## src/sv/shifted_laplacian_stencil_defines.svh

```systemverilog
// Assertion macros used by the stencil front end.
`ifndef SHIFTED_LAPLACIAN_STENCIL_DEFINES_SVH
`define SHIFTED_LAPLACIAN_STENCIL_DEFINES_SVH

// Same-cycle implication, disabled during reset.
`define SLS_ASSERT_NOW(lbl, clk, rst, ante, cons, msg) \
   lbl: assert property (@(posedge clk) disable iff (rst) (ante) |-> (cons)) else $error(msg);

// Next-cycle implication, disabled during reset.
`define SLS_ASSERT_NEXT(lbl, clk, rst, ante, cons, msg) \
   lbl: assert property (@(posedge clk) disable iff (rst) (ante) |=> (cons)) else $error(msg);

`endif

```

## src/sv/sls_pkg.sv

```systemverilog
// Types and constants shared by the shifted Laplacian stencil.
`timescale 1ns / 1ps
package sls_pkg;

   localparam int SAMPLE_W    = 32;
   localparam int EPS_W       = 16;
   localparam int GRID_W      = 11;
   localparam int OUT_W       = 36;
   localparam int POS_W       = 10;
   localparam int PROD_W      = SAMPLE_W + EPS_W;
   localparam int CSR_IDX_W   = 1;
   localparam int CSR_DATA_W  = 16;
   localparam int QUEUE_DEPTH = 4;
   localparam int QLEVEL_W    = $clog2(QUEUE_DEPTH + 1);

   localparam logic [CSR_IDX_W-1:0] CSR_GRID_SIZE  = 1'd0;
   localparam logic [CSR_IDX_W-1:0] CSR_EPS_WEIGHT = 1'd1;

   localparam logic OP_PUSH  = 1'b0;
   localparam logic OP_DRAIN = 1'b1;

   localparam logic [GRID_W-1:0] GRID_RESET = 11'd16;
   localparam logic [EPS_W-1:0]  EPS_RESET  = 16'd655;

   typedef logic signed [SAMPLE_W-1:0] sample_type;
   typedef logic signed [OUT_W-1:0]    stencil_type;
   typedef logic [POS_W-1:0]           pos_type;

   // One result in flight; absent neighbors already replaced by the center.
   typedef struct packed {
      logic signed [PROD_W-1:0] product;
      sample_type               center;
      sample_type               up_nb;
      sample_type               down_nb;
      sample_type               left_nb;
      sample_type               right_nb;
      pos_type                  row;
      pos_type                  col;
      logic                     last;
   } queue_entry_type;

   typedef struct packed {
      logic            valid;
      queue_entry_type entry;
   } queue_slot_type;

endpackage

```

## src/sv/sls_queue.sv

```systemverilog
// Short result queue between front end and back end.
`timescale 1ns / 1ps
module sls_queue (
   input  logic                          clock,
   input  logic                          reset,
   input  sls_pkg::queue_slot_type       q_push,
   input  logic                          q_pop,
   output sls_pkg::queue_slot_type       q_head,
   output logic [sls_pkg::QLEVEL_W-1:0]  q_level
);
   import sls_pkg::*;

   localparam int PTR_W = $clog2(QUEUE_DEPTH);

   queue_entry_type   slots [QUEUE_DEPTH];
   logic [PTR_W-1:0]  wr_ptr_ff, wr_ptr_in, rd_ptr_ff, rd_ptr_in;
   logic [QLEVEL_W-1:0] count_ff, count_in;

   always_comb begin
      wr_ptr_in = q_push.valid ? wr_ptr_ff + PTR_W'(1) : wr_ptr_ff;
      rd_ptr_in = q_pop ? rd_ptr_ff + PTR_W'(1) : rd_ptr_ff;
      count_in  = count_ff + QLEVEL_W'(q_push.valid) - QLEVEL_W'(q_pop);
   end

   always_ff @(posedge clock) begin
      if (reset) begin
         wr_ptr_ff <= '0;
         rd_ptr_ff <= '0;
         count_ff  <= '0;
      end else begin
         wr_ptr_ff <= wr_ptr_in;
         rd_ptr_ff <= rd_ptr_in;
         count_ff  <= count_in;
      end
   end

   always_ff @(posedge clock) begin
      if (q_push.valid) begin
         slots[wr_ptr_ff] <= q_push.entry;
      end
   end

   assign q_head.valid = count_ff != '0;
   assign q_head.entry = slots[rd_ptr_ff];
   assign q_level      = count_ff;

endmodule

```

## config.mk

```make
export PLATFORM = sky130hd
export DESIGN_NAME = sls_queue
export DESIGN_NICKNAME = d
export VERILOG_FILES = /design/src/sv/shifted_laplacian_stencil_defines.svh /design/src/sv/sls_pkg.sv /design/src/sv/sls_queue.sv
export SDC_FILE = /design/constraint.sdc
export NUM_CORES = 1
export LEC_CHECK = 0
export BUFFER_PORTS_ARGS = -buffer_cell sky130_fd_sc_hd__buf_2
export CORE_ASPECT_RATIO = 1.2
export CORE_UTILIZATION = 61
export DETAILED_ROUTE_END_ITERATION = 7
export MAX_ROUTING_LAYER = met4
export PLACE_DENSITY = 0.86
export SYNTH_ARGS = -nofsm -noshare
export SYNTH_HDL_FRONTEND = slang
export SYNTH_SLANG_ARGS = --single-unit
```

## constraint.sdc

```tcl
create_clock -name clock -period 11.55 [get_ports clock]
set_input_delay 2.31 -clock clock [delete_from_list [all_inputs] [get_ports clock]]
set_output_delay 2.31 -clock clock [all_outputs]
set_load 0.01 [all_outputs]
```

### Word level (Yosys, flattened, before mapping)

Memory sizes are Yosys's and may differ from the RTL's. A register that Yosys moved wholly into a read port is not among the register bits.
Cells that the tools add are included.

* multiplexer cells: 4
* reductions and logical operators: 1
* add/subtract/negate cells: 4

Operator list (number)
* 2-bit by 1-bit adder with 2-bit output (second input constant): 2
* 2-bit 2-to-1 mux: 2
* 3-bit by 1-bit adder with 3-bit output: 1
* 3-bit nonzero test: 1
* 3-bit by 1-bit subtractor with 3-bit output: 1
* 1-bit 2-to-1 mux: 2

* output and inout port bits: 233
* memories: 1
* input bits: 233
* logic and storage cells: 13
* flip-flop bits (word level): 7
* memory bits (writable): 916

Memory list
* slots: words 4, width 229, read ports 1, clocked after Yosys merged registers in 1, write ports 1, RTL line sls_queue.sv:15 `queue_entry_type slots [QUEUE_DEPTH];`

### Longest topological paths before layout

Gate-level depths: netlist of the first run.

* depth after elaboration: 3
* gate-level depth with buffers: 7
* depth with buffers taken out: 7

### Least setup slack after synthesis of the first run

No wires, ideal clock.

* path kind: input port to flip-flop
* from: input port q_push[229] (netlist bit)
* to: memory slots[0][0] (netlist bit) (enable)
* library setup time: 617 ps
* required time: 10933 ps
* setup slack: 3439 ps
* stages: 1
* buffers on the path: 0
* arrival: 7494 ps
* path through: and2_1

* longest elaborated chain between the ends: 2

RTL lines
* start, declared: RTL line sls_queue.sv:6 `input sls_pkg::queue_slot_type q_push,`
* 1-bit 2-to-1 mux: RTL line sls_queue.sv:38 `if (q_push.valid) begin`
* 1-bit 2-to-1 mux (not written as such): RTL line sls_queue.sv:39 `slots[wr_ptr_ff] <= q_push.entry;`
* end, declared: RTL line sls_queue.sv:15

No other way between the ends.

==> run summary, run 1 <==
The setup slack of the critical path after layout came out at 5377 ps. The number of max-cap violations came out at 0. The post-cts sizing count is 0. The floorplan core area came out at between 50000 and 60000 sq um. Power spread over the standard cell area amounts to roughly 190 nW/um^2.

In the final routed layout, each cell accounts on average for roughly 29 um. The arrival time of data at the critical path endpoint is 3860 ps. The worst clock skew on the final layout came out at 13.82 ps.

In this run the remaining antenna-violating nets after routing total 0. The critical path is of the reg -> out type. When the netlist entered floorplanning its net count stood at 1477.

The count of boundary I/O pins is 466. After the last flow step, the layout net total stands at 1993. The area of the multi-input gates is roughly 5400 sq um. The remaining design rule violation count is 0. The average instance in the mapped netlist occupies 27.25 sq um. The depth of the CTS H-tree is 3.

The clock-pin slew reported for the worst setup and hold paths after clock tree synthesis came out at 70 ps. In this run the worst path has a maximum fanout of 43. TritonCTS built the clock tree.

The required time at the worst-slack endpoint is 9240 ps. The final cell count without fillers is between 2000 and 3000. The switching component of the power came out at about 1600 uW. The HPWL after detailed placement is about 42000 um. The congestion estimate from routability-driven global placement came to 0.8099. The total placed cells including tap cells is ~2400. The worst setup path is launched from a flop.

The overall overflow remaining after global route came out at 0. Synthesis handed over a netlist of around 1200 instances. The clock period minus final worst setup slack came out at 6173 ps. The internal cell power came out at 5724 uW. In this run, synthesis produced a sequential element count of 925. The post-synthesis instance area came out at about 34000 sq um. The number of violations reported at the end of detailed-routing iteration 0 is 1531. The count of input and output buffers is roughly 470. The worst min-delay path category is reg -> reg. The filler cell count in the final layout is 2940. In this run the deepest clock path goes through 3 buffers. The headroom to the max-slew limit came out at 24.48%.

The clock insertion delay at the later pin of the skew report is 620 ps. In this run, flip-flops and latches consume 53.4% of the power. The wire length of the first global-routing pass came out at roughly 110000 um. Timing would allow up to 162.0 MHz. The number of antenna violations at the first check in global routing was 16. The total wirelength of the detailed-routed design is 74020 um.

The setup-violating endpoint count in the final report is 0. Net switching is 22.08% of the power. The total count of max-transition violations in the final report came out at 0.

The post-CTS setup-driven buffer insertion count came out at 0. The part of the cycle the worst path needs is 53.44%. For the pin with the worst max-slew slack, the measured transition is ~1100 ps. Of all cell types, the one taking the most synthesized area is edfxtp_1. The share of the core filled with cells in the final layout came out at 71.73%. Setup repair after global routing left no endpoint under its margin. The sequential area share after synthesis came out at 82.14%.

The relative contribution of combinational cells to total power is approximately a tenth. The relative contribution of the clock network to total power is 37.2%. The worst slack at placement came out at 5937 ps. From synthesis to final layout, the design area changed by 16.38%.

After detailed routing, the number of vias per cell comes to 6.196. The floorplan step set the die height to 259.5 um. The depth of the worst register-to-register path came out at 4. The area of the die is 56200 sq um. Of the cells placed in the final design, the portion with a size suffix greater than 1 is between 40% and 50%. The maximum vdd drop is 225.2 uV. The number of distinct standard cells referenced by the synthesized netlist is 23. The worst hold slack came out at 576.1 ps. The pin count of the biggest net entering global routing came out at 117. The count of vias placed by the detailed router is 15840. The worst hold path was traced through 2 stages. The die is 216.6 um wide. The number of endpoints with negative hold slack in the final report is 0. The number of buffers created by CTS is between 80 and 90. The flow ran to the end, and the final reports show no timing, DRC or antenna violations. Buffers inserted to repair hold after CTS numbered 0. The count of standard-cell rows is 94.

The number of sinks driven by the clock tree is around 930. Global routing used 27.00% of the available tracks across all layers. The number of global-route vias before repair came out at 16470. The final setup TNS came out at 0 ps. Yosys attributes the largest share of cell area to edfxtp_1 (82%), mux4_2 (15%), buf_12 (1.3%). The synthesis warning total is 0. Clock tree synthesis selected as its root buffer the cell clkbuf_16. The top-area cell type share of the netlist area is just over 80%. For this run, the detailed router's first-pass iteration total came to 5.

The effective utilization at floorplan is 61.63%. The leakage power figure is 0.01312 uW. The area occupied by registers came out at 27690 sq um. The worst setup path is captured at a primary output.
[area by class of cell]
type,instances,share of cell area (%)
antenna,21,0.1340
multi-input combinational,255,13.76
tap,720,2.297
timing repair buffer,483,6.309
sequential,925,70.60
inverter,6,0.05741
clock inverter,45,1.228
clock buffer,102,5.611
[routing by layer]
metal | vias to the layer above | track usage (%) | routed length, um
met5 | - | - | 0
met4 | 0 | 9.585 | 1986
met3 | 125 | 6.057 | 6108
met2 | 880 | 44.99 | 39780
met1 | 8393 | 32.77 | 26140
li1 | 6445 | - | -
[cell usage in the layout, fill, tap and decap left out]
cell	n
inv_16	1
buf_4	17
a21oi_1	1
clkinv_8	2
and2_4	4
inv_6	2
diode_2	21
edfxtp_1	916
mux2i_1	1
xor3_1	1
buf_2	465
bufinv_16	9
fa_1	1
dfxtp_4	2
ha_1	6
clkinv_2	14
clkbuf_16	85
nor2_1	5
a21bo_2	1
clkbuf_8	1
xnor2_1	2
nand3b_1	1
clkbuf_1	16
nor2b_1	2
clkinvlp_4	2
or3_1	1
mux4_2	229
inv_1	6
dfxtp_1	7
buf_12	1
clkinv_1	15
[cell usage after synthesis (all sizes together)]
cell type	number
a21bo	1
a21oi	1
and2	4
buf	49
clkbuf	2
dfxtp	9
edfxtp	916
fa	1
ha	6
inv	6
mux2i	1
mux4	229
nand3b	1
nor2	5
nor2b	2
or3	1
xnor2	2
xor3	1
[logic make-up after synthesis]
kind of cell               after synthesis  share of synthesized area (%)
adders and majority gates                7                         0.2821
AOI/OAI and AO/OA                        2                        0.04453
xor gates and xnor gates                 3                         0.1225
buffers and inverters                   57                          1.867
muxes                                  230                          15.33
and+or+nand+nor                         13                         0.2079
DFF                                    925                          82.14
[power by group through the flow]
stage	Clock, uW	Combinational, uW	Sequential (uW)
3_3_place_gp	0	664	3970
6_report	2730	693	3920
5_1_grt	2880	730	3930
3_5_place_dp	0	682	3980
2_1_floorplan	0	428	3990
4_1_cts	2770	699	3920
[flip-flops by register name, summed over array words and instances (netlist names), named ones only]
signal	flops
rd_ptr_ff	2
q_level	3
slots	916
wr_ptr_ff	2
[critical path: stages (launching register included)]
cell and delay, ps:
dfxtp_4 820, buf_4 710, buf_4 800, mux4_2 620, buf_2 170
[stage by stage]
| step | cell area [sq um] | power (uW) |
|---|---|---|
| 6_report | 39230 | 7347 |
| 5_1_grt | 39210 | 7543 |
| 3_5_place_dp | 36490 | 4666 |
| 3_3_place_gp | 36490 | 4633 |
| 4_1_cts | 39170 | 7387 |
| 2_1_floorplan | 33700 | 4419 |
[path summary, 6_finish.rpt]
kind / startpoint / to / slack [ps]
min: rd_ptr_ff[0] / flop / 580
max reg2reg: wr_ptr_ff[0] / slots[3][206] / 8140
max: flop / q_head[164] / 5380
min reg2reg: rd_ptr_ff[0] / flop / 580
Power figures use the tool's default switching activity.
==> run 2, diff against run 1 <==
- ABC_AREA: unset -> 1
- CORE_UTILIZATION: 61 -> 52
- PLACE_DENSITY: 0.86 -> 0.78
- clock period: 11.55 -> 5.3 ns (I/O delays scaled with it)
==> run summary, run 2 <==
The post-synthesis area per instance came to 13.66 sq um (-50%). The number of flops mapped to enable cells by yosys is 916 (unchanged). The total power per unit cell area is 373.9 nW/um^2 (+100%). The sequential area share after synthesis came out at 74.31% (-7.8 points). The timing-limited maximum frequency is ~260 MHz.

The required time at the worst-slack endpoint came out at 4240 ps (-5000 ps). The share of synthesized cell area in full adder, half adder and majority cells was 0.2552% (-0.027 points). The delay of the slowest cell on the worst path is 820 ps (about the same). The post-CTS setup-driven buffer insertion count is 0 (unchanged). The slew at the pin closest to its max-slew limit is 970.0 ps (-162.9 ps). The total wirelength of the detailed-routed design came out at 74390 um (+0.51%). The setup-violating endpoint count in the final report is 0 (unchanged).

The per-cell routed wire length came to 17.73 um (-39%). The remaining antenna violation count after routing came to 0 (unchanged). TritonCTS built the clock tree. The number of buffers created by CTS was 89 (+8.5%).

The pin count of the biggest net entering global routing came out at 174 (+49%). The chip width came out at 246.4 um (+14%). The cell family with the largest share of critical-path delay is buffers and inverters. The top-area cell type share of the netlist area is 73.83% (-7.8 points).

The part of the cycle the worst path needs is 72.35%. The count of input and output buffers came out at 465 (unchanged). STA classifies the critical path endpoint as a primary output. The number of distinct standard cells referenced by the synthesized netlist is 16 (-30%).

The clock-pin slew reported for the worst setup and hold paths after clock tree synthesis is 60 ps (about the same). The largest fanout on the critical path came out at 65 (+51%). The leakage power figure came out at 0.01662 uW (+27%). The total count of max-transition violations in the final report was 0 (unchanged). The maximum vdd drop is 284.4 uV (+26%).

The run finished with clean final reports. The post-synthesis instance area came out at 37260 sq um (+11%). slots holds more flip-flops than any other register.

Traced cell by cell, the critical path runs through buf_4 -> a21oi_1 -> o21ai_0 -> nand2_1 -> buf_2. edfxtp_1 is the most common cell in the netlist. The worst clock skew on the final layout came to 27.91 ps (+14.09 ps). The maximum clock path buffer count is 3 (unchanged). The number of max-cap violations came out at 0 (unchanged). The arrival time of data at the critical path endpoint came out at 2770 ps (-1090 ps).

The count of boundary I/O pins was 466 (unchanged). The number of antenna violations at the first check in global routing is 23 (+7). The number of flip-flops under the largest register name came out at 916 (unchanged). The clock insertion delay at the later pin of the skew report is 630 ps (about the same).

The final RePlAce weighted congestion is 0.7805 (-3.6%). The cell count after synthesis is 2727 (+120%). The number of sinks driven by the clock tree is 925 (unchanged).

The first-pass iteration count of the detailed router is 4 (-1). Setup repair after global routing left no endpoint under its margin. The XOR/XNOR share of the synthesized area is 0% (-0.12 points). The headroom to the max-slew limit came out at 35.34% (+11 points).

The share of the core filled with cells in the final layout came out at 61.04% (-11 points). The via density per instance came to 5.154 (-17%). The number of endpoints with negative hold slack in the final report is 0 (unchanged).

The largest individual stage delay along the critical path comes from the cell dfxtp_4. The synthesis warning total is 0 (unchanged). The area of the die is 72730 sq um (+29%). The remaining design rule violation count came out at 0 (unchanged). The depth of the CTS H-tree is 3 (unchanged). The count of standard-cell rows is 107 (+14%). Ranked by total cell area, the synthesized netlist is headed by edfxtp_1 (74%), o211ai_2 (6.0%), inv_1 (4.8%).

The final setup TNS came out at 0 ps (unchanged). The number of buffer and inverter instances along the worst setup path was 2 (-1). The worst slack at placement is 2168 ps (-3769 ps).

The die height came out at 295.2 um (+14%). In the layout the commonest cells are edfxtp_1 (916), inv_1 (470), nand2_1 (466). The biggest area contributor in the post-synthesis netlist is edfxtp_1.

The HPWL after detailed placement is 44780 um (+7.1%). The worst setup path is launched from a flop. The proportion of synthesized area in mux cells came to 0% (-15 points).

The cell sitting at the root of the clock tree is a clkbuf_16. The wire length of the first global-routing pass is 111500 um (+5.0%). The fraction of the mapped netlist area in simple logic gates is 4.752% (+4.5 points). The number of violations reported at the end of detailed-routing iteration 0 came to 1299 (-15%). The total global-route track usage is 20.39% (-6.6 points). Subtracting the final worst setup slack from the clock period gives 3835 ps. The proportion of synthesized flip-flops having asynchronous set or reset was 0% (unchanged).

The worst min-delay path category is reg -> reg. The most frequent standard cell in the layout excluding fill and tap cells is edfxtp_1. The net total in the final layout is 3413 (+71%). The count of vias placed by the detailed router came out at 21630 (+36%). The effective utilization at floorplan came out at 52.51% (-9.1 points). The growth of design area from synthesis to finish came out at 16.25%. The number of nets in the synthesized netlist came out at 2967 (+100%). The overall overflow remaining after global route came out at 0 (unchanged).

The number of global-route vias before repair came out at 20960 (+27%). The post-synthesis compound-gate area fraction came out at 13.32% (+13 points). The post-cts sizing count came out at 0 (unchanged). The startpoint-to-endpoint class of the critical path is reg -> out.

After synthesis, the largest family of logic cells by area is compound AO/OA/AOI/OAI gates. The commonest cells after synthesis are edfxtp_1 (916), inv_1 (474), nand2_1 (466). The hold-fix buffer count after cts is 0 (unchanged).

The floorplan core area came out at 70960 sq um (+30%). The synthesized flop and latch total came out at 925 (unchanged). The setup slack of the critical path after layout is 1465 ps (-3912 ps). The share of cells above drive strength 1 is 25.22% (-21 points). The most used flip-flop cell after synthesis is edfxtp_1.
[run 2: metal layers]
layer | wire length [um] | GRT usage, % | vias to the layer above
met5 | 0 | - | -
met4 | 2636 | 9.094 | 0
li1 | - | - | 10450
met2 | 38450 | 34.66 | 587
met3 | 4976 | 4.375 | 131
met1 | 28330 | 23.10 | 10450
[run 2: worst register-to-register path: cells and delay by family, from the launching register on]
kind	cells	cell delay (ps)
fa+ha+maj	1	180
simple gates	1	100
flops	1	360
buf+inv	3	1200
[run 2: cells by family (layout without fill, tap and decap cells)]
logic type | Yosys count | after routing
adders and majority gates | 7 | 7
AOI/OAI and AO/OA | 697 | 697
other | 0 | 27
and+or+nand+nor | 471 | 471
DFF | 925 | 925
buffers and inverters | 627 | 1143
[run 2: final cells by class]
type / instances / area, sq um
inverters: 474 / 1794
fillers: 5136 / 27650
diodes: 27 / 67.56
flip-flops and latches: 925 / 27690
clock buffers: 109 / 2345
clock inverters: 52 / 548.0
multi-input cells: 1175 / 6828
repair buffers: 508 / 2875
well taps: 926 / 1159
[run 2: worst paths after layout]
kind / startpoint / end / slack, ps / cells after the start
setup reg to reg: wr_ptr_ff[1] / slots[1][101] / 2790 / 5
setup / recovery: flop / q_head[29] / 1470 / 5
hold / removal: rd_ptr_ff[1] / flop / 470 / 2
hold reg to reg: rd_ptr_ff[1] / flop / 470 / 2
[run 2: stage by stage]
step           instances  cell area, sq um  hold WS, ps  total power [uW]
6_report            4196             43310        468.8             16200
2_1_floorplan       2727             37270        435.6              9538
4_1_cts             4169             43240        475.4             16330
3_3_place_gp        4008             40350        441.3             10110
5_1_grt             4192             43300        494.6             16760
3_5_place_dp        4008             40350        463.4             10160
[run 2: where the power goes]
group / total (uW) / internal [uW] / switching, uW
registers: 8470 / 8380 / 95.9
logic: 1530 / 503 / 1030
clock network: 6190 / 3560 / 2620
