--- config.mk ---
export PLATFORM = sky130hd
export DESIGN_NAME = sls_back_flat
export DESIGN_NICKNAME = d
export VERILOG_FILES = /design/src/sv/shifted_laplacian_stencil_defines.svh /design/src/sv/sls_pkg.sv /design/src/sv/sls_ifs.sv /design/src/sv/sls_back.sv /design/src/flat_wrapper.sv
export SDC_FILE = /design/constraint.sdc
export NUM_CORES = 1
export LEC_CHECK = 0
export BUFFER_PORTS_ARGS = -buffer_cell sky130_fd_sc_hd__buf_2
export CAP_MARGIN = 5
export CORE_ASPECT_RATIO = 0.9
export CORE_UTILIZATION = 40
export CTS_BUF_LIST = sky130_fd_sc_hd__clkbuf_2 sky130_fd_sc_hd__clkbuf_4 sky130_fd_sc_hd__clkbuf_8
export CTS_CLUSTER_DIAMETER = 40
export DETAILED_ROUTE_END_ITERATION = 10
export HOLD_SLACK_MARGIN = 0.02
export MAX_ROUTING_LAYER = met4
export PLACE_DENSITY = 0.7
export SLEW_MARGIN = 20
export SYNTH_ARGS = -nofsm -noshare
export SYNTH_HDL_FRONTEND = slang
export SYNTH_SLANG_ARGS = --single-unit
--- constraint.sdc ---
create_clock -name clock -period 8 [get_ports clock]
set_clock_uncertainty 0.05 [all_clocks]
set_input_delay 0.8 -clock clock [delete_from_list [all_inputs] [get_ports clock]]
set_output_delay 0.8 -clock clock [all_outputs]
set_load 0.005 [all_outputs]
--- src/sv/shifted_laplacian_stencil_defines.svh ---
// Assertion macros used by the stencil front end.
`ifndef SHIFTED_LAPLACIAN_STENCIL_DEFINES_SVH
`define SHIFTED_LAPLACIAN_STENCIL_DEFINES_SVH

// Same-cycle implication, disabled during reset.
`define SLS_ASSERT_NOW(lbl, clk, rst, ante, cons, msg) \
   lbl: assert property (@(posedge clk) disable iff (rst) (ante) |-> (cons)) else $error(msg);

// Next-cycle implication, disabled during reset.
`define SLS_ASSERT_NEXT(lbl, clk, rst, ante, cons, msg) \
   lbl: assert property (@(posedge clk) disable iff (rst) (ante) |=> (cons)) else $error(msg);

`endif

--- src/sv/sls_pkg.sv ---
// Types and constants shared by the shifted Laplacian stencil.
`timescale 1ns / 1ps
package sls_pkg;

   localparam int SAMPLE_W    = 32;
   localparam int EPS_W       = 16;
   localparam int GRID_W      = 11;
   localparam int OUT_W       = 36;
   localparam int POS_W       = 10;
   localparam int PROD_W      = SAMPLE_W + EPS_W;
   localparam int CSR_IDX_W   = 1;
   localparam int CSR_DATA_W  = 16;
   localparam int QUEUE_DEPTH = 4;
   localparam int QLEVEL_W    = $clog2(QUEUE_DEPTH + 1);

   localparam logic [CSR_IDX_W-1:0] CSR_GRID_SIZE  = 1'd0;
   localparam logic [CSR_IDX_W-1:0] CSR_EPS_WEIGHT = 1'd1;

   localparam logic OP_PUSH  = 1'b0;
   localparam logic OP_DRAIN = 1'b1;

   localparam logic [GRID_W-1:0] GRID_RESET = 11'd16;
   localparam logic [EPS_W-1:0]  EPS_RESET  = 16'd655;

   typedef logic signed [SAMPLE_W-1:0] sample_type;
   typedef logic signed [OUT_W-1:0]    stencil_type;
   typedef logic [POS_W-1:0]           pos_type;

   // One result in flight; absent neighbors already replaced by the center.
   typedef struct packed {
      logic signed [PROD_W-1:0] product;
      sample_type               center;
      sample_type               up_nb;
      sample_type               down_nb;
      sample_type               left_nb;
      sample_type               right_nb;
      pos_type                  row;
      pos_type                  col;
      logic                     last;
   } queue_entry_type;

   typedef struct packed {
      logic            valid;
      queue_entry_type entry;
   } queue_slot_type;

endpackage

--- src/sv/sls_ifs.sv ---


interface sls_rsp_if;
   import sls_pkg::*;
   logic        valid;
   logic        ready;
   stencil_type stencil_value;
   pos_type     row_index;
   pos_type     column_index;
   logic        last_in_frame;
   modport source (output valid, stencil_value, row_index, column_index, last_in_frame,
                   input ready);
   modport sink   (input valid, stencil_value, row_index, column_index, last_in_frame,
                   output ready);
endinterface


--- src/sv/sls_back.sv ---
// Back end: eps shift, neighbor differences, saturation and response register.
`timescale 1ns / 1ps
module sls_back #(
   parameter int FRAC_BITS = 16
) (
   input  logic                     clock,
   input  logic                     reset,
   input  sls_pkg::queue_slot_type  q_head,
   output logic                     q_pop,
   sls_rsp_if.source                rsp_bus
);
   import sls_pkg::*;

   localparam int SUM_W = PROD_W + 3;
   localparam logic signed [SUM_W-1:0] SAT_MAX = (SUM_W'(1) <<< (OUT_W - 1)) - SUM_W'(1);
   localparam logic signed [SUM_W-1:0] SAT_MIN = -(SUM_W'(1) <<< (OUT_W - 1));

   logic signed [SUM_W-1:0] shifted, sum;
   stencil_type             value;
   logic                    out_valid_ff, out_valid_in;
   stencil_type             value_ff;
   pos_type                 row_ff, col_ff;
   logic                    last_ff;

   always_comb begin
      // arithmetic shift floors toward minus infinity
      shifted = SUM_W'($signed(q_head.entry.product)) >>> FRAC_BITS;
      sum = shifted
          + (SUM_W'($signed(q_head.entry.center)) <<< 2)
          - SUM_W'($signed(q_head.entry.up_nb))
          - SUM_W'($signed(q_head.entry.down_nb))
          - SUM_W'($signed(q_head.entry.left_nb))
          - SUM_W'($signed(q_head.entry.right_nb));
      if (sum > SAT_MAX) begin
         value = OUT_W'(SAT_MAX);
      end else if (sum < SAT_MIN) begin
         value = OUT_W'(SAT_MIN);
      end else begin
         value = OUT_W'(sum);
      end
   end

   assign q_pop = q_head.valid && (!out_valid_ff || rsp_bus.ready);

   always_comb begin
      if (q_pop) begin
         out_valid_in = 1'b1;
      end else if (rsp_bus.ready) begin
         out_valid_in = 1'b0;
      end else begin
         out_valid_in = out_valid_ff;
      end
   end

   always_ff @(posedge clock) begin
      if (reset) begin
         out_valid_ff <= 1'b0;
      end else begin
         out_valid_ff <= out_valid_in;
      end
   end

   always_ff @(posedge clock) begin
      if (q_pop) begin
         value_ff <= value;
         row_ff   <= q_head.entry.row;
         col_ff   <= q_head.entry.col;
         last_ff  <= q_head.entry.last;
      end
   end

   assign rsp_bus.valid         = out_valid_ff;
   assign rsp_bus.stencil_value = value_ff;
   assign rsp_bus.row_index     = row_ff;
   assign rsp_bus.column_index  = col_ff;
   assign rsp_bus.last_in_frame = last_ff;

endmodule

--- src/flat_wrapper.sv ---
// flat-port wrapper written by rule: the top's interface ports become plain ports
module sls_back_flat import sls_pkg::*;
#(
   parameter int FRAC_BITS = 16
)
  (clock, reset, q_head, q_pop, rsp_bus_valid, rsp_bus_stencil_value, rsp_bus_row_index, rsp_bus_column_index, rsp_bus_last_in_frame, rsp_bus_ready);
  sls_rsp_if rsp_bus_i ();
  input  logic clock;
  input  logic reset;
  input  sls_pkg::queue_slot_type q_head;
  output logic q_pop;
  output wire logic [$bits(rsp_bus_i.valid)-1:0] rsp_bus_valid;
  output wire logic [$bits(rsp_bus_i.stencil_value)-1:0] rsp_bus_stencil_value;
  output wire logic [$bits(rsp_bus_i.row_index)-1:0] rsp_bus_row_index;
  output wire logic [$bits(rsp_bus_i.column_index)-1:0] rsp_bus_column_index;
  output wire logic [$bits(rsp_bus_i.last_in_frame)-1:0] rsp_bus_last_in_frame;
  input wire logic [$bits(rsp_bus_i.ready)-1:0] rsp_bus_ready;
  assign rsp_bus_valid = rsp_bus_i.valid;
  assign rsp_bus_stencil_value = rsp_bus_i.stencil_value;
  assign rsp_bus_row_index = rsp_bus_i.row_index;
  assign rsp_bus_column_index = rsp_bus_i.column_index;
  assign rsp_bus_last_in_frame = rsp_bus_i.last_in_frame;
  assign rsp_bus_i.ready = rsp_bus_ready;
  sls_back #(.FRAC_BITS(FRAC_BITS)) u_core (.clock(clock), .reset(reset), .q_head(q_head), .q_pop(q_pop), .rsp_bus(rsp_bus_i));
endmodule
# [After elaboration in Yosys (flattened, before gate mapping)]
# Index checks and enable logic that the tools add are counted.
# W data, S select, Z words.
[classes] add_sub_neg=5 n_mul=0 n_div=0 order_cmp=2 n_eq_ne=0 n_shift=0 muxes=3 bitwise_logic=0 reduce_logical=4
[op_table] operator="$sub A51 B32 Y51" count=3
[op_table] operator="$gt A51 B36 Y1 const B" count=1
[op_table] operator="$lt A51 B36 Y1 const B" count=1
[op_table] operator="$mux W36" count=1
[op_table] operator="$sub A35 B32 Y36" count=1
[op_table] operator="$add A32 B34 Y35" count=1
[op_table] operator="$mux W1" count=2
[op_table] operator="$reduce_bool A2 Y1" count=1
[op_table] operator="$logic_and A1 B1 Y1" count=1
[op_table] operator="$logic_not A1 Y1" count=1
[op_table] operator="$logic_or A1 B1 Y1" count=1
[totals] reg_bits=58 latch_bits=0 mem_bits_rw=0 romBits=0 inputBits=233 out_inout_bits=59 elab_cells=19 mem_count=0

# [Longest topological paths before layout]
# Gate-level depths: netlist of run 1.
[logic_depth] depth_word=7 depth_mapped=28 mapped_depth_nobuf=26

# [Worst setup path after synthesis of run 1]
# No wires, ideal clock.
[synth_timing] path_kind="in2reg" startpoint="input q_head[119] (netlist bit)" endpoint="register u_core.value_ff[6], in the netlist u_core.rsp_bus.stencil_value[6], data pin" setup_time_ns=0.261 arrival_time_ns=6.521 t_required_ns=7.689 path_slack_ns=1.169 stages=26 path_buffers=2 cell_sequence="inv_1 fa_1 inv_1 fa_1 nor2b_1 o31ai_1 a211oi_1 o211ai_1 a31o_2 o41a_1 a21oi_1 and4b_1 nor3_1 fa_1 inv_1 ha_1 clkbuf_1 a21oi_1 a21boi_0 o21ai_0 a211oi_1 a41o_1 a2111oi_4 a31o_4 buf_6 o31ai_1"
[synth_via] elab_chain_len=6 word_cells_on_any_way=7 classes_between="add/sub: 4; order compare: 2; mux: 1"
[synth_rtl] item="start: declaration" line_no="flat_wrapper.sv:10" rtl="input sls_pkg::queue_slot_type q_head;"
[synth_rtl] item="$sub A35 B32 Y36 *" line_no="sls_back.sv:30" rtl="- SUM_W'($signed(q_head.entry.up_nb))"
[synth_rtl] item="$sub A51 B32 Y51 *" line_no="sls_back.sv:31" rtl="- SUM_W'($signed(q_head.entry.down_nb))"
[synth_rtl] item="$sub A51 B32 Y51 *" line_no="sls_back.sv:32" rtl="- SUM_W'($signed(q_head.entry.left_nb))"
[synth_rtl] item="$sub A51 B32 Y51 *" line_no="sls_back.sv:33" rtl="- SUM_W'($signed(q_head.entry.right_nb));"
[synth_rtl] item="$lt A51 B36 Y1" line_no="sls_back.sv:36" rtl="end else if (sum < SAT_MIN) begin"
[synth_rtl] item="$mux W36" line_no="sls_back.sv:36"
[synth_rtl] item="end signal: assignment" line_no="sls_back.sv:65" rtl="value_ff <= value;"
[synth_rtl] item="end: declaration" line_no="sls_back.sv:21" rtl="stencil_type value_ff;"
# Every way passes the cells marked *; elsewhere a longest branch is shown, timed or not.
# A chain may end at the register's enable or synchronous reset.

# [Worst setup path in the final report of run 1]
[layout_timing] startpoint="input q_head[119] (netlist bit)" endpoint="register u_core.value_ff[2], in the netlist u_core.rsp_bus.stencil_value[2], data pin"
# Same word-level chain as after synthesis.

==> metrics.md, run 1 <==
| Metric | Value |
|---|---|
| Setup TNS | `0 ns` |
| Initial antenna violation count | `0` |
| IO Port Bufs | `275` |
| Status | `finished clean` |
| CTS buffer count | `9` |
| Mapped Cells | `1,013` |
| Pleak | `5.73 nW` |
| Post-synth EDFFs | `57` |
| Max cap viols | `0` |
| Die ar. | `0.0233 mm²` |
| Routed WL per cell | `13.3 µm` |
| Clk pwr share | `6.6%` |
| IO Pins | `292` |
| Die Width | `161 µm` |
| Global-route wire length before repair | `34,600 µm` |
| Post-cts gate resize count | `0` |
| Clock Pin Slew Worst Setup and Hold Paths | `0.06 ns` |
| Post-synth cell types | `77` |
| Power Density | `405 mW/mm²` |
| Filler cell count | `2,118` |
| DRT Wirelength | `21,000 µm` |
| Capturing element type of the critical path | `register` |
| Worst slew margin | `53.5%` |
| Synth Register Bits | `58` |
| Element type at the critical path start | `input pin` |
| Clock Tree Buf Depth | `2` |
| Largest net degree at the start of global routing | `58` |
| Critical path's top delay family | `compound AO/OA/AOI/OAI gates` |
| Hold depth | `2` |
| Clock latency on the worst-skew pair | `0.33 ns` |
| Post-DP HPWL | `18,600 µm` |
| Internal power | `2.22 mW` |
| Setup Buffers After CTS | `0` |
| Reg2reg setup slack | `6.47 ns` |
| Max-slew violations | `0` |
| Syn nets | `1,421` |
| Crit path buf inv count | `3` |
| Highest fanout seen on the critical path | `17` |
| Ys async rst share | `0%` |
| Grt ovf | `0` |
| R2r endpoint | `u_core.rsp_bus.stencil_value[33]$_SDFFCE_PN1P_` |
| R2R cell count | `2` |
| Via count | `7,626` |
| Hold_sp | `u_core.rsp_bus.valid$_SDFFE_PP0P_` |
| Hold Buf Count CTS | `0` |
| DR vias/cell | `4.82` |
| Hold crit path type | `register to register` |
| Net Sw Power | `2.22 mW` |
| Maximum vdd drop | `0.200 mV` |
| Drt drc | `0` |
| CTS tree | `done` |
| Critical path arrival | `7.27 ns` |
| Sw Share | `50.1%` |
| WHS Endpoint | `u_core.rsp_bus.valid$_SDFFE_PP0P_` |
| Kind of critical path | `input pin to register` |
| Placement row count | `51` |
| Commonest cells after routing, fill and taps aside | `buf_2 (275), inv_1 (272), fa_1 (100), ha_1 (75), a21oi_1 (72)` |
| Synthesized cell area | `0.00906 mm²` |
| Post-route ant nets | `0` |
| Max Clk Rate | `138 MHz` |
| Sequential element share of the synthesized area | `19.1%` |
| Final setup violating endpoints | `0` |
| Reg2reg start | `u_core.rsp_bus.valid$_SDFFE_PP0P_` |
| Worst-Margin Slew | `0.698 ns` |
| Area Overhead vs Synth | `21.1%` |
| Most common cell after layout, fill and taps aside | `buf_2` |
| Worst EP required | `8.03 ns` |
| RSZ-0062 raised after global routing | `false` |
| CTS H-tree lvls | `3` |
| Core area | `0.0220 mm²` |
| Initial Util | `41.3%` |
| Clock sinks | `58` |
| Hold WS | `0.512 ns` |
| # diodes | `0` |
| Die H | `145 µm` |
| DRT Pass-1 Iters | `4` |
| Layout cells sized above 1 | `26.8%` |
| DR iter-0 viols | `374` |
| Synth warnings | `0` |
| Flop pwr share | `13.5%` |
| Critical Path Max Stage Delay | `0.52 ns` |
| Mapped Avg Cell Area | `8.94 µm²` |
| Synth Flop Type | `edfxtp_1` |
| Logic pwr share | `79.9%` |
| Routability congestion estimate | `0.884` |
| Critical path's slowest cell | `a2111oi_0` |
| CTS root buf | `clkbuf_8` |
| Number of global-route vias before repair | `7,413` |
| Final min period | `7.24 ns` |
| Final #Nets | `1,695` |
| Final hold vios | `0` |
| GRT Total Usage | `19.0%` |
| Period utilisation layout | `90.5%` |
[sequential cells by signal (all words and copies together), names as in the netlist]
signal and count:
u_core.rsp_bus.last_in_frame 1, u_core.rsp_bus.stencil_value 36, u_core.rsp_bus.valid 1, u_core.rsp_bus.column_index 10, u_core.rsp_bus.row_index 10
[cell families after synthesis]
group / share of synthesized area, %
buffers and inverters: 12.7
AO/OA/AOI/OAI: 20.7
adder cells (fa/ha/maj): 32.5
AND/OR/NAND/NOR: 8.98
XOR/XNOR: 5.99
flip-flops: 19.1
multiplexers: 0.111
[synthesized netlist by cell type (4+ instances only)]
| library cell | instances | share of area, % |
|---|---|---|
| a21o_1 | 31 | 2.6 |
| o211ai_1 | 6 | 0.50 |
| nand3_1 | 14 | 0.77 |
| nor2_1 | 30 | 1.2 |
| a21boi_0 | 4 | 0.33 |
| a211oi_1 | 11 | 0.91 |
| o31ai_1 | 5 | 0.41 |
| nand2_1 | 44 | 1.8 |
| ha_1 | 75 | 10 |
| xnor2_1 | 36 | 3.5 |
| nor3_1 | 5 | 0.28 |
| clkbuf_1 | 13 | 0.54 |
| xor2_1 | 26 | 2.5 |
| a31oi_1 | 6 | 0.41 |
| a21oi_1 | 72 | 4.0 |
| and2_1 | 5 | 0.35 |
| a211o_1 | 4 | 0.39 |
| o21a_1 | 10 | 0.83 |
| fa_1 | 100 | 22 |
| edfxtp_1 | 57 | 19 |
| nor2b_1 | 12 | 0.83 |
| o21bai_1 | 6 | 0.50 |
| buf_6 | 6 | 0.75 |
| o21ai_0 | 44 | 2.4 |
| inv_1 | 272 | 11 |
| and3_1 | 8 | 0.55 |
| nand2b_1 | 13 | 0.90 |
| nand4_1 | 9 | 0.62 |
| o21ai_2 | 30 | 2.9 |
[layer usage]
| layer | vias to the layer above | track usage, % | share of wire, % |
|---|---|---|---|
| met5 | - | - | 0 |
| met4 | 0 | 3.26 | 0.73 |
| met3 | 13 | 1.94 | 5.0 |
| met2 | 232 | 30.5 | 45 |
| met1 | 3499 | 26.3 | 49 |
| li1 | 3882 | - | - |
[worst min-delay path, stage by stage, from the launching register on]
cell and delay, ns:
dfxtp_1 0.34, a21oi_1 0.14, nor2_1 0.04
[per-stage QoR]
step	power (mW)	worst slack, ns	util, %	cell area [µm²]	cells
6_report	4.44	0.759	50.0	11000	1583
3_3_place_gp	4.11	0.549	49.0	10800	1567
5_1_grt	4.90	0.371	50.0	11000	1583
4_1_cts	4.47	0.797	50.0	11000	1583
2_1_floorplan	3.37	1.17	-	9060	1013
3_5_place_dp	4.16	0.496	49.0	10800	1567
[area by class of cell]
type	count	area, µm²	share of cell area (%)
Multi-Input combinational cell	662	6190	56.4
Sequential cell	58	1730	15.8
Timing Repair Buffer	284	1440	13.2
Inverter	272	1020	9.31
Tap cell	291	364	3.32
Clock buffer	11	139	1.27
Clock inverter	5	78.8	0.719
[power groups by stage]
stage	registers [mW]	logic [mW]	clock network, mW
after floorplan	0.617	2.75	0
after global placement	0.607	3.50	0
after detailed placement	0.610	3.55	0
after CTS	0.603	3.56	0.303
after global routing	0.611	3.97	0.314
final	0.601	3.54	0.293
[worst max path at each step]
| stage | startpoint | end | slack (ns) | cells after the start |
|---|---|---|---|---|
| detailed placement | q_head[119] | u_core.rsp_bus.stencil_value[2]$_SDFFCE_PN1P_ | 0.50 | 25 |
| finish | q_head[119] | u_core.rsp_bus.stencil_value[2]$_SDFFCE_PN1P_ | 0.76 | 25 |
| global route | q_head[119] | u_core.rsp_bus.stencil_value[2]$_SDFFCE_PN1P_ | 0.37 | 25 |
| floorplan | q_head[119] | u_core.rsp_bus.stencil_value[6]$_SDFFCE_PN1P_ | 1.17 | 26 |
| CTS | q_head[119] | u_core.rsp_bus.stencil_value[2]$_SDFFCE_PN1P_ | 0.80 | 25 |
| global placement | q_head[119] | u_core.rsp_bus.stencil_value[2]$_SDFFCE_PN1P_ | 0.55 | 25 |
No activity file was read; power rests on OpenSTA's default activity.
==> inputs of run 2 (changes only) <==
- CTS_CLUSTER_DIAMETER: 40 -> default
- MAX_ROUTING_LAYER: met4 -> default
==> run 2 against run 1 <==
Count of clock-buffer cells in the layout is 2 lower; via count is 0.85% higher; register-to-register slack hardly changed; critical path type unchanged; final cell count is 0.13% lower; largest cell class unchanged.
==> metrics.md, run 2 (synthesis gave the netlist of run 1 again) <==
| Metric | Value |
|---|---|
| Global-route wire length before repair | `34,400 µm` |
| Tot Pwr | `4.39 mW` |
| Power Density | `401 mW/mm²` |
| Routed WL per cell | `13.3 µm` |
| Flop pwr share | `13.7%` |
| Initial Util | `41.3%` |
| Final min period | `7.24 ns` |
| IO Pins | `292` |
| Core area | `0.0220 mm²` |
| Highest fanout seen on the critical path | `17` |
| Clock sinks | `58` |
| Final setup violating endpoints | `0` |
| Period utilisation layout | `90.5%` |
| CTS H-tree lvls | `3` |
| Worst EP required | `8.03 ns` |
| Initial antenna violation count | `0` |
| Clock Tree Buf Depth | `2` |
| Placed Area | `0.0108 mm²` |
| Filler cell count | `2,115` |
| Final worst slack | `0.760 ns` |
| Final hold vios | `0` |
| GRT Total Usage | `18.3%` |
| Via count | `7,691` |
| WL met3 | `1100 µm` |
| Commonest cells after routing, fill and taps aside | `buf_2 (275), inv_1 (272), fa_1 (100), ha_1 (75), a21oi_1 (72)` |
| Post-route ant nets | `0` |
| CTS tree | `done` |
| Setup TNS | `0 ns` |
| Kind of critical path | `input pin to register` |
| Hold WS | `0.516 ns` |
| DR iter-0 viols | `448` |
| Maximum vdd drop | `0.294 mV` |
| Critical path's top delay family | `compound AO/OA/AOI/OAI gates` |
| Reg2reg start | `u_core.rsp_bus.valid$_SDFFE_PP0P_` |
| Worst-Margin Slew | `0.696 ns` |
| Placement row count | `51` |
| Post-DP HPWL | `18,600 µm` |
| Critical path's slowest cell | `fa_1` |
| Critical Path Max Stage Delay | `0.51 ns` |
| DRT Wirelength | `21,100 µm` |
| Element type at the critical path start | `input pin` |
| Max cap viols | `0` |
| Critical path arrival | `7.27 ns` |
| DR WL met2 | `9560 µm` |
| Die H | `145 µm` |
| Clk pwr share | `5.6%` |
| Capturing element type of the critical path | `register` |
| Hold Buf Count CTS | `0` |
| Cell area after layout | `0.0109 mm²` |
| DRT Pass-1 Iters | `5` |
| Die ar. | `0.0233 mm²` |
| Worst Setup EP | `u_core.rsp_bus.stencil_value[2]$_SDFFCE_PN1P_` |
| Sw Share | `50.5%` |
| R2R cell count | `2` |
| Crit. path cell count | `25` |
| Clock latency on the worst-skew pair | `0.33 ns` |
| # diodes | `0` |
| Area Overhead vs Synth | `20.6%` |
| M1 WL | `10,300 µm` |
| Number of global-route vias before repair | `7,383` |
| CTS root buf | `clkbuf_8` |
| Max-slew violations | `0` |
| Critical Path Start | `q_head[119]` |
| Setup Buffers After CTS | `0` |
| Internal power | `2.17 mW` |
| DR vias/cell | `4.86` |
| Hold crit path type | `register to register` |
| Max Clk Rate | `138 MHz` |
| Drt drc | `0` |
| Layout cells sized above 1 | `26.6%` |
| Reg2reg setup slack | `6.47 ns` |
| Place WS | `0.467 ns` |
| Pleak | `5.72 nW` |
| Crit path buf inv count | `3` |
| Logic pwr share | `80.8%` |
| Largest net degree at the start of global routing | `58` |
| IO Port Bufs | `275` |
| Worst slew margin | `53.6%` |
| Final #Nets | `1,695` |
| Routability congestion estimate | `0.871` |
| Die Width | `161 µm` |
| Status | `finished clean` |
| Clock Pin Slew Worst Setup and Hold Paths | `0.07 ns` |
| R2r endpoint | `u_core.rsp_bus.stencil_value[30]$_SDFFCE_PN1P_` |
| Net Sw Power | `2.21 mW` |
| Top Layer Used | `met4` |
| Largest register FFs | `36` |
| Post-cts gate resize count | `0` |
| RSZ-0062 raised after global routing | `false` |
| Most common cell after layout, fill and taps aside | `buf_2` |
| Grt ovf | `0` |
| CTS buffer count | `9` |
[run 2: changes by cell type in the layout (fill, tap and decap cells not counted), sizes merged]
| cell | delta |
|---|---|
| clkinv | +3 |
| clkbuf | -2 |
| clkinvlp | -2 |
| bufinv | -1 |
[run 2: metrics by stage]
stage | cells | utilization (%)
2_1_floorplan | 1013 | -
3_3_place_gp | 1567 | 49.0
3_5_place_dp | 1567 | 49.0
4_1_cts | 1581 | 49.8
5_1_grt | 1581 | 49.8
6_report | 1581 | 49.8
[run 2: how the worst min path moves through the flow]
stage	start	to	slack, ns	cells after the start
final	u_core.rsp_bus.valid$_SDFFE_PP0P_	u_core.rsp_bus.valid$_SDFFE_PP0P_	0.52	2
after global routing	reset	u_core.rsp_bus.valid$_SDFFE_PP0P_	0.55	2
after CTS	u_core.rsp_bus.valid$_SDFFE_PP0P_	u_core.rsp_bus.valid$_SDFFE_PP0P_	0.52	2
after detailed placement	u_core.rsp_bus.valid$_SDFFE_PP0P_	u_core.rsp_bus.valid$_SDFFE_PP0P_	0.51	2
after global placement	u_core.rsp_bus.valid$_SDFFE_PP0P_	u_core.rsp_bus.valid$_SDFFE_PP0P_	0.49	2
after floorplan	u_core.rsp_bus.valid$_SDFFE_PP0P_	u_core.rsp_bus.valid$_SDFFE_PP0P_	0.44	2
[run 2: worst min-delay path: cells and delay by family, from the launching register on]
family,cells,cell delay [ns]
and+or+nand+nor,1,0.05
DFF,1,0.34
AOI/OAI and AO/OA,1,0.14
[run 2: power by group through the flow]
stage | logic [mW] | clock network, mW | registers [mW]
final | 3.54 | 0.244 | 0.599
after global placement | 3.49 | 0 | 0.603
after CTS | 3.55 | 0.252 | 0.601
after global routing | 3.95 | 0.263 | 0.610
after detailed placement | 3.54 | 0 | 0.607
after floorplan | 2.75 | 0 | 0.617
[run 2: layout make-up]
type	instances	area (µm²)	area share, %
repair buffers	284	1440	13.2
clock buffers	9	124	1.13
inverters	272	1020	9.35
well taps	291	364	3.33
clock inverters	5	47.5	0.435
flip-flops and latches	58	1730	15.9
multi-input cells	662	6190	56.7
[run 2: layer usage]
metal,vias up,track usage (%)
li1,3872,-
met1,3535,25.5
met2,272,31.3
met3,12,1.65
met4,0,3.21
met5,-,0
